===== config.mk =====
export PLATFORM = sky130hd
export DESIGN_NAME = bmhpq_ctrl
export DESIGN_NICKNAME = d
export VERILOG_FILES = /design/src/rtl/bmhpq_pkg.sv /design/src/rtl/bmhpq_ctrl.sv
export SDC_FILE = /design/constraint.sdc
export NUM_CORES = 1
export LEC_CHECK = 0
export ABC_AREA = 1
export BUFFER_PORTS_ARGS = -buffer_cell sky130_fd_sc_hd__buf_2
export CAP_MARGIN = 10
export CORE_MARGIN = 10
export CORE_UTILIZATION = 60
export CTS_CLUSTER_DIAMETER = 100
export CTS_CLUSTER_SIZE = 25
export DETAILED_ROUTE_END_ITERATION = 8
export MAX_ROUTING_LAYER = met4
export PLACE_DENSITY = 0.95
export SLEW_MARGIN = 15
export SYNTH_ARGS = -nofsm -noshare
export SYNTH_HDL_FRONTEND = slang
export SYNTH_SLANG_ARGS = --single-unit
export TNS_END_PERCENT = 5

===== constraint.sdc =====
create_clock -name clk -period 13.5 [get_ports clk]
set_input_delay 2.7 -clock clk [delete_from_list [all_inputs] [get_ports clk]]
set_output_delay 2.7 -clock clk [all_outputs]
set_load 0.05 [all_outputs]

===== src/rtl/bmhpq_pkg.sv =====
`default_nettype none

package bmhpq_pkg;

  localparam int CAP_W     = 9;
  localparam int IN_KEY_W  = 32;
  localparam int OUT_KEY_W = 32;
  localparam int STAT_W    = 2;
  localparam int CNT_OUT_W = 9;
  localparam int OUT_DATA_W = 48;

  localparam logic [CAP_W-1:0] CAP_RESET = 9'd256;

  typedef enum logic {
    KIND_INSERT = 1'b0,
    KIND_REMOVE = 1'b1
  } kind_t;

  typedef enum logic [STAT_W-1:0] {
    STAT_DONE  = 2'd0,
    STAT_FULL  = 2'd1,
    STAT_EMPTY = 2'd2
  } status_t;

  typedef struct packed {
    logic [CNT_OUT_W-1:0] count;
    status_t              status;
    logic [OUT_KEY_W-1:0] min_key;
  } res_t;

endpackage

`default_nettype wire


===== src/rtl/bmhpq_ctrl.sv =====
`default_nettype none

module bmhpq_ctrl #(
  parameter int DEPTH     = 256,
  parameter int KEY_WIDTH = 32
) (
  input  wire logic                          clk,
  input  wire logic                          rst_n,
  input  wire logic [bmhpq_pkg::CAP_W-1:0]   cap,
  input  wire logic                          in_valid,
  input  wire logic                          in_kind,
  input  wire logic [bmhpq_pkg::IN_KEY_W-1:0] in_key,
  output logic                               in_ready,
  input  wire logic                          res_ready,
  output logic                               res_valid,
  output bmhpq_pkg::res_t                    res,
  output logic                               mem_we,
  output logic [$clog2(DEPTH)-1:0]           mem_waddr,
  output logic [KEY_WIDTH-1:0]               mem_wdata,
  output logic [$clog2(DEPTH)-1:0]           mem_ra_addr,
  output logic [$clog2(DEPTH)-1:0]           mem_rb_addr,
  input  wire logic [KEY_WIDTH-1:0]          mem_ra_data,
  input  wire logic [KEY_WIDTH-1:0]          mem_rb_data
);

  import bmhpq_pkg::*;

  localparam int AW = $clog2(DEPTH);
  localparam int CW = $clog2(DEPTH + 1);
  localparam int WW = (CW > CAP_W) ? CW : CAP_W;
  localparam int XW = AW + 2;

  typedef enum logic [2:0] {
    S_IDLE,
    S_UP_RD,
    S_UP_CMP,
    S_RM_RD,
    S_RM_LD,
    S_SD_RD,
    S_SD_CMP,
    S_FIN
  } state_t;

  state_t          state_r;
  logic [CW-1:0]   cnt_r;
  logic [AW-1:0]   pos_r;
  logic [KEY_WIDTH-1:0] key_r;
  logic [KEY_WIDTH-1:0] top_r;
  status_t         status_r;

  logic            full;
  logic [AW-1:0]   up_idx;
  logic [XW-1:0]   ch_idx;
  logic [XW-1:0]   ch_idx_b;
  logic            ch_none;
  logic            pick_b;
  logic [KEY_WIDTH-1:0] ch_key;
  logic [XW-1:0]   ch_sel;

  assign full     = (cnt_r >= CW'(DEPTH)) || (WW'(cnt_r) >= WW'(cap));
  assign up_idx   = (pos_r - AW'(1)) >> 1;
  assign ch_idx   = (XW'(pos_r) << 1) + XW'(1);
  assign ch_idx_b = ch_idx + XW'(1);
  assign ch_none  = ch_idx >= XW'(cnt_r);
  // take the right child only when it exists and is strictly smaller
  assign pick_b   = (ch_idx_b < XW'(cnt_r)) && (mem_rb_data < mem_ra_data);
  assign ch_key   = pick_b ? mem_rb_data : mem_ra_data;
  assign ch_sel   = pick_b ? ch_idx_b : ch_idx;

  assign in_ready      = (state_r == S_IDLE);
  assign res_valid     = (state_r == S_FIN);
  assign res.min_key   = OUT_KEY_W'(top_r);
  assign res.status    = status_r;
  assign res.count     = CNT_OUT_W'(cnt_r);

  always_comb begin
    mem_we      = 1'b0;
    mem_waddr   = pos_r;
    mem_wdata   = key_r;
    mem_ra_addr = up_idx;
    mem_rb_addr = cnt_r[AW-1:0];
    unique case (state_r)
      S_UP_RD: begin
        mem_we = (pos_r == '0);
      end
      S_UP_CMP: begin
        mem_we = 1'b1;
        if (mem_ra_data > key_r) begin
          mem_wdata = mem_ra_data;
        end
      end
      S_RM_RD: begin
        mem_ra_addr = '0;
      end
      S_SD_RD: begin
        mem_we      = ch_none;
        mem_ra_addr = ch_idx[AW-1:0];
        mem_rb_addr = ch_idx_b[AW-1:0];
      end
      S_SD_CMP: begin
        mem_we = 1'b1;
        if (key_r > ch_key) begin
          mem_wdata = ch_key;
        end
      end
      default: begin
      end
    endcase
  end

  always_ff @(posedge clk) begin
    if (!rst_n) begin
      state_r  <= S_IDLE;
      cnt_r    <= '0;
      status_r <= STAT_DONE;
    end else begin
      unique case (state_r)
        S_IDLE: begin
          if (in_valid) begin
            top_r    <= '0;
            status_r <= STAT_DONE;
            if (in_kind == KIND_INSERT) begin
              if (full) begin
                status_r <= STAT_FULL;
                state_r  <= S_FIN;
              end else begin
                key_r   <= KEY_WIDTH'(in_key);
                pos_r   <= cnt_r[AW-1:0];
                cnt_r   <= cnt_r + CW'(1);
                state_r <= S_UP_RD;
              end
            end else begin
              if (cnt_r == '0) begin
                status_r <= STAT_EMPTY;
                state_r  <= S_FIN;
              end else begin
                cnt_r   <= cnt_r - CW'(1);
                state_r <= S_RM_RD;
              end
            end
          end
        end
        S_UP_RD: begin
          state_r <= (pos_r == '0) ? S_FIN : S_UP_CMP;
        end
        S_UP_CMP: begin
          if (mem_ra_data > key_r) begin
            pos_r   <= up_idx;
            state_r <= S_UP_RD;
          end else begin
            state_r <= S_FIN;
          end
        end
        S_RM_RD: begin
          state_r <= S_RM_LD;
        end
        S_RM_LD: begin
          top_r   <= mem_ra_data;
          key_r   <= mem_rb_data;
          pos_r   <= '0;
          state_r <= (cnt_r == '0) ? S_FIN : S_SD_RD;
        end
        S_SD_RD: begin
          state_r <= ch_none ? S_FIN : S_SD_CMP;
        end
        S_SD_CMP: begin
          if (key_r > ch_key) begin
            pos_r   <= ch_sel[AW-1:0];
            state_r <= S_SD_RD;
          end else begin
            state_r <= S_FIN;
          end
        end
        S_FIN: begin
          if (res_ready) begin
            state_r <= S_IDLE;
          end
        end
        default: begin
          state_r <= S_IDLE;
        end
      endcase
    end
  end

endmodule

`default_nettype wire


==> impl_metrics.csv <==
group,metric,value,unit
global_route,grt_pass1_vias,9871,
clocking,post_cts_buffers,0,
logic_synthesis,synth_cells,1353,
layout,design_area,10640,um2
floorplanning,dieWidth,143.6,um
timing,rsz0062_at_grt,"no",
timing,finClkSkew,0.007872,ns
critical_path,crit_family,"simple AND/OR/NAND/NOR gates",
logic_synthesis,synthArstFlopShare,0,%
logic_synthesis,synth_area_per_cell,6.779,um2
placement,hpwl,22710,um
critical_path,r2r_setup_slack,7.38,ns
logic_synthesis,synth_top_area_cell,"edfxtp_1",
placement,gp_congestion,0.9920,
critical_path,crit_required,10.80,ns
layout,area_delta_synth_final,15.95,%
timing,finalHoldViolations,0,
critical_path,crit_buf_inv,5,
clocking,ctsLongestPathBuffers,2,
layout,n_fill_cell,1192,
critical_path,critPathLaunchType,"primary input",
clocking,clkTransAtPathRegs,0.06,ns
critical_path,worstPathMaxFanout,41,
critical_path,setup.worst_path.end_class,"output pin",
timing,fmax,0.09494,GHz
timing,slew_headroom,20.64,%
logic_synthesis,synthTopCellsByArea,"edfxtp_1, ha_1, nand2_1, inv_1, nand3_1",
timing,setup_violations,0,
worst_hold_path,hold_path.class,"register to register",
clocking,cts_sinks,86,
critical_path,cp_common_cell,"nand2_1",
clocking,cts_hold_buf,0,
floorplanning,coreArea,15090,um2
critical_path,slowest_delay,0.87,ns
status,status,"completed",
floorplanning,die_h,143.6,um
layout,multi_input_area,5862,um2
power_and_ir_drop,ir_drop,0.1993,mV
floorplanning,rows,45,
layout,postLayoutCoreUtil,70.48,%
critical_path,path_depth,28,
critical_path,cp.arrival,7.83,ns
worst_hold_path,hold_depth,2,
clocking,numCtsBuffers,9,
clocking,h-tree-depth,3,
logic_synthesis,synthesis.nets,1598,
logic_synthesis,ys_ff_latch,86,
critical_path,regToRegEndpoint,"mem_waddr[6]",
floorplanning,initial_utilization,60.79,%
floorplanning,die_area,20630,um2
placement,dpl_cell_area,10320,um2
floorplanning,io_pins,212,
logic_synthesis,synthFlopType,"edfxtp_1",
critical_path,crit_path_start,"mem_ra_data[5]",
power_and_ir_drop,p_leak,5.769,nW
logic_synthesis,yosysMostFrequentCell,"nand2_1",
timing,setup_tns,0,ns
placement,place_ws,3.191,ns
detailed_routing,detail_route.vias_per_cell,6.021,
timing,fin_ws,2.967,ns
logic_synthesis,yosysWarningCount,0,
global_route,grt_max_degree,100,
global_route,antenna_found_initial,2,
clocking,post_cts_resized,0,
global_route,grt_pass1_wl,48100,um
detailed_routing,antenna_left,0,
critical_path,crit_slowest_cell,"inv_1",
logic_synthesis,synth_area,9173,um2
logic_synthesis,seq_area_frac_synth,26.63,%
power_and_ir_drop,finalPower,2.441,mW
critical_path,crit_type,"primary input to output pin",
critical_path,regToRegStartpoint,"mem_waddr[0]",
clocking,worstSkewPairLatency,0.36,ns
timing,finalCriticalPeriod,10.53,ns
detailed_routing,post-route-drc-count,0,
logic_synthesis,synthTopCellsByCount,"nand2_1, inv_1, ha_1, nand3_1, nor2_1",
placement,numPortBuffers,211,
power_and_ir_drop,power_density,229.5,nW/um2
timing,slew_viol_final,0,
timing,fin_crit_sh,78.02,%
detailed_routing,drt-pass1-iter-count,7,
timing,tightest_slew,1.189,ns
clocking,root_buffer,"clkbuf_16",
global_route,grt_use_total,29.66,%
run,cap_violations,0,
logic_synthesis,synth_edf_count,72,
detailed_routing,drt_iter0_markers,1222,
detailed_routing,wirelength,30970,um
global_route,grt.overflow.total,0,
critical_path,r2r_cells,27,
layout,layout-drive-gt1-share,16.58,%
logic_synthesis,synth_top_cell_area_share,23.57,%
detailed_routing,wl_per_cell,17.92,um
detailed_routing,vias,10405,
worst_hold_path,hp-start,"status_r[1]",
layout,nets,1778,
critical_path,endpoint,"mem_wdata[8]",
layout,ff_latch_area,2442,um2
clocking,tritoncts,"yes",
logic_synthesis,synth.distinct_cells,39,
==> kinds of logic (layout without fill, tap and decap cells) <==
group,Yosys count,count (layout),synth area share (%)
buffers and inverters,227,412,9.862
xor gates and xnor gates,15,15,1.432
adders and majority gates,135,135,18.50
and+or+nand+nor,718,718,33.72
AOI/OAI and AO/OA,172,172,9.862
other,0,2,0
DFF,86,86,26.63
==> final cells by class <==
cell class                      count  area share [%]
Antenna cell                        2         0.04706
Clock buffer                        9           2.118
Clock inverter                      7          0.8353
Inverter                          178           6.282
Multi-Input combinational cell   1040           55.12
Sequential cell                    86           22.96
Tap cell                          188           2.212
Timing Repair Buffer              218           10.42
==> worst min path at each step <==
stage             endpoint  slack (ns)
6_report       status_r[1]        0.54
5_1_grt        status_r[0]        0.59
4_1_cts        status_r[1]        0.55
3_5_place_dp   status_r[1]        0.52
3_3_place_gp    state_r[1]        0.50
2_1_floorplan   state_r[1]        0.48
==> tightest hold or removal path, cell delays in order (launching register included) <==
cell and delay [ns]:
dfxtp_1 0.33, o21ai_0 0.08, nor2_1 0.10
==> report_power, final <==
group / switching [mW] / total (mW) / leakage (nW) / internal (mW)
Sequential: 0.0868 / 0.473 / 0.792 / 0.386
Clock: 0.115 / 0.276 / 0.149 / 0.161
Combinational: 1.23 / 1.69 / 4.83 / 0.462
==> flip-flops by register name, summed over array words and instances, names as in the netlist <==
name / cells
mem_waddr: 8
cnt_r: 9
key_r: 32
state_r: 3
top_r: 32
status_r: 2
==> layer usage <==
metal  track usage [%]  share of wire (%)  vias to the layer above  routed length, um
li1                  -                  -                     4884                  -
met1             37.06                 39                     4649              12120
met2             45.40                 45                      742              13920
met3             6.073                 12                      130               3710
met4             13.54                4.0                        0               1230
met5                 -                  0                        -                  0
==> stage by stage <==
step                      hold slack (ns)  std cells
final                              0.5404       1728
after CTS                          0.5494       1726
after global routing               0.5880       1728
after global placement             0.5015       1710
after detailed placement           0.5211       1710
after floorplan                    0.4784       1353
==> placed cells by master, fill, tap and decap left out, types with 2 or more instances in the layout <==
| cell type | netlist | routed |
|---|---|---|
| nor2_4 | 1 | 2 |
| ha_1 | 134 | 134 |
| clkbuf_16 | 0 | 9 |
| nand2_1 | 418 | 417 |
| a21oi_1 | 79 | 78 |
| buf_2 | 15 | 211 |
| diode_2 | 0 | 2 |
| nand3_2 | 2 | 2 |
| nand3_1 | 124 | 124 |
| o21ai_1 | 2 | 2 |
| nand3b_1 | 5 | 5 |
| and2_1 | 2 | 2 |
| inv_2 | 2 | 2 |
| xnor2_1 | 3 | 3 |
| o21ai_0 | 71 | 71 |
| clkinv_2 | 0 | 2 |
| a211oi_1 | 2 | 2 |
| o21a_1 | 3 | 3 |
| buf_4 | 3 | 7 |
| edfxtp_1 | 72 | 72 |
| clkinvlp_4 | 0 | 2 |
| nor3_1 | 7 | 7 |
| o211ai_1 | 5 | 5 |
| a21o_1 | 3 | 3 |
| nor4_1 | 3 | 3 |
| nor2_1 | 87 | 84 |
| bufinv_16 | 0 | 2 |
| dfxtp_1 | 14 | 14 |
| nor3_2 | 2 | 2 |
| nor2_2 | 1 | 3 |
| or2_2 | 7 | 7 |
| xor2_1 | 12 | 12 |
| clkinv_1 | 2 | 3 |
| o22ai_1 | 6 | 6 |
| nand4_1 | 55 | 55 |
| inv_1 | 174 | 174 |
Note: power is estimated with default switching activity, not from simulation.
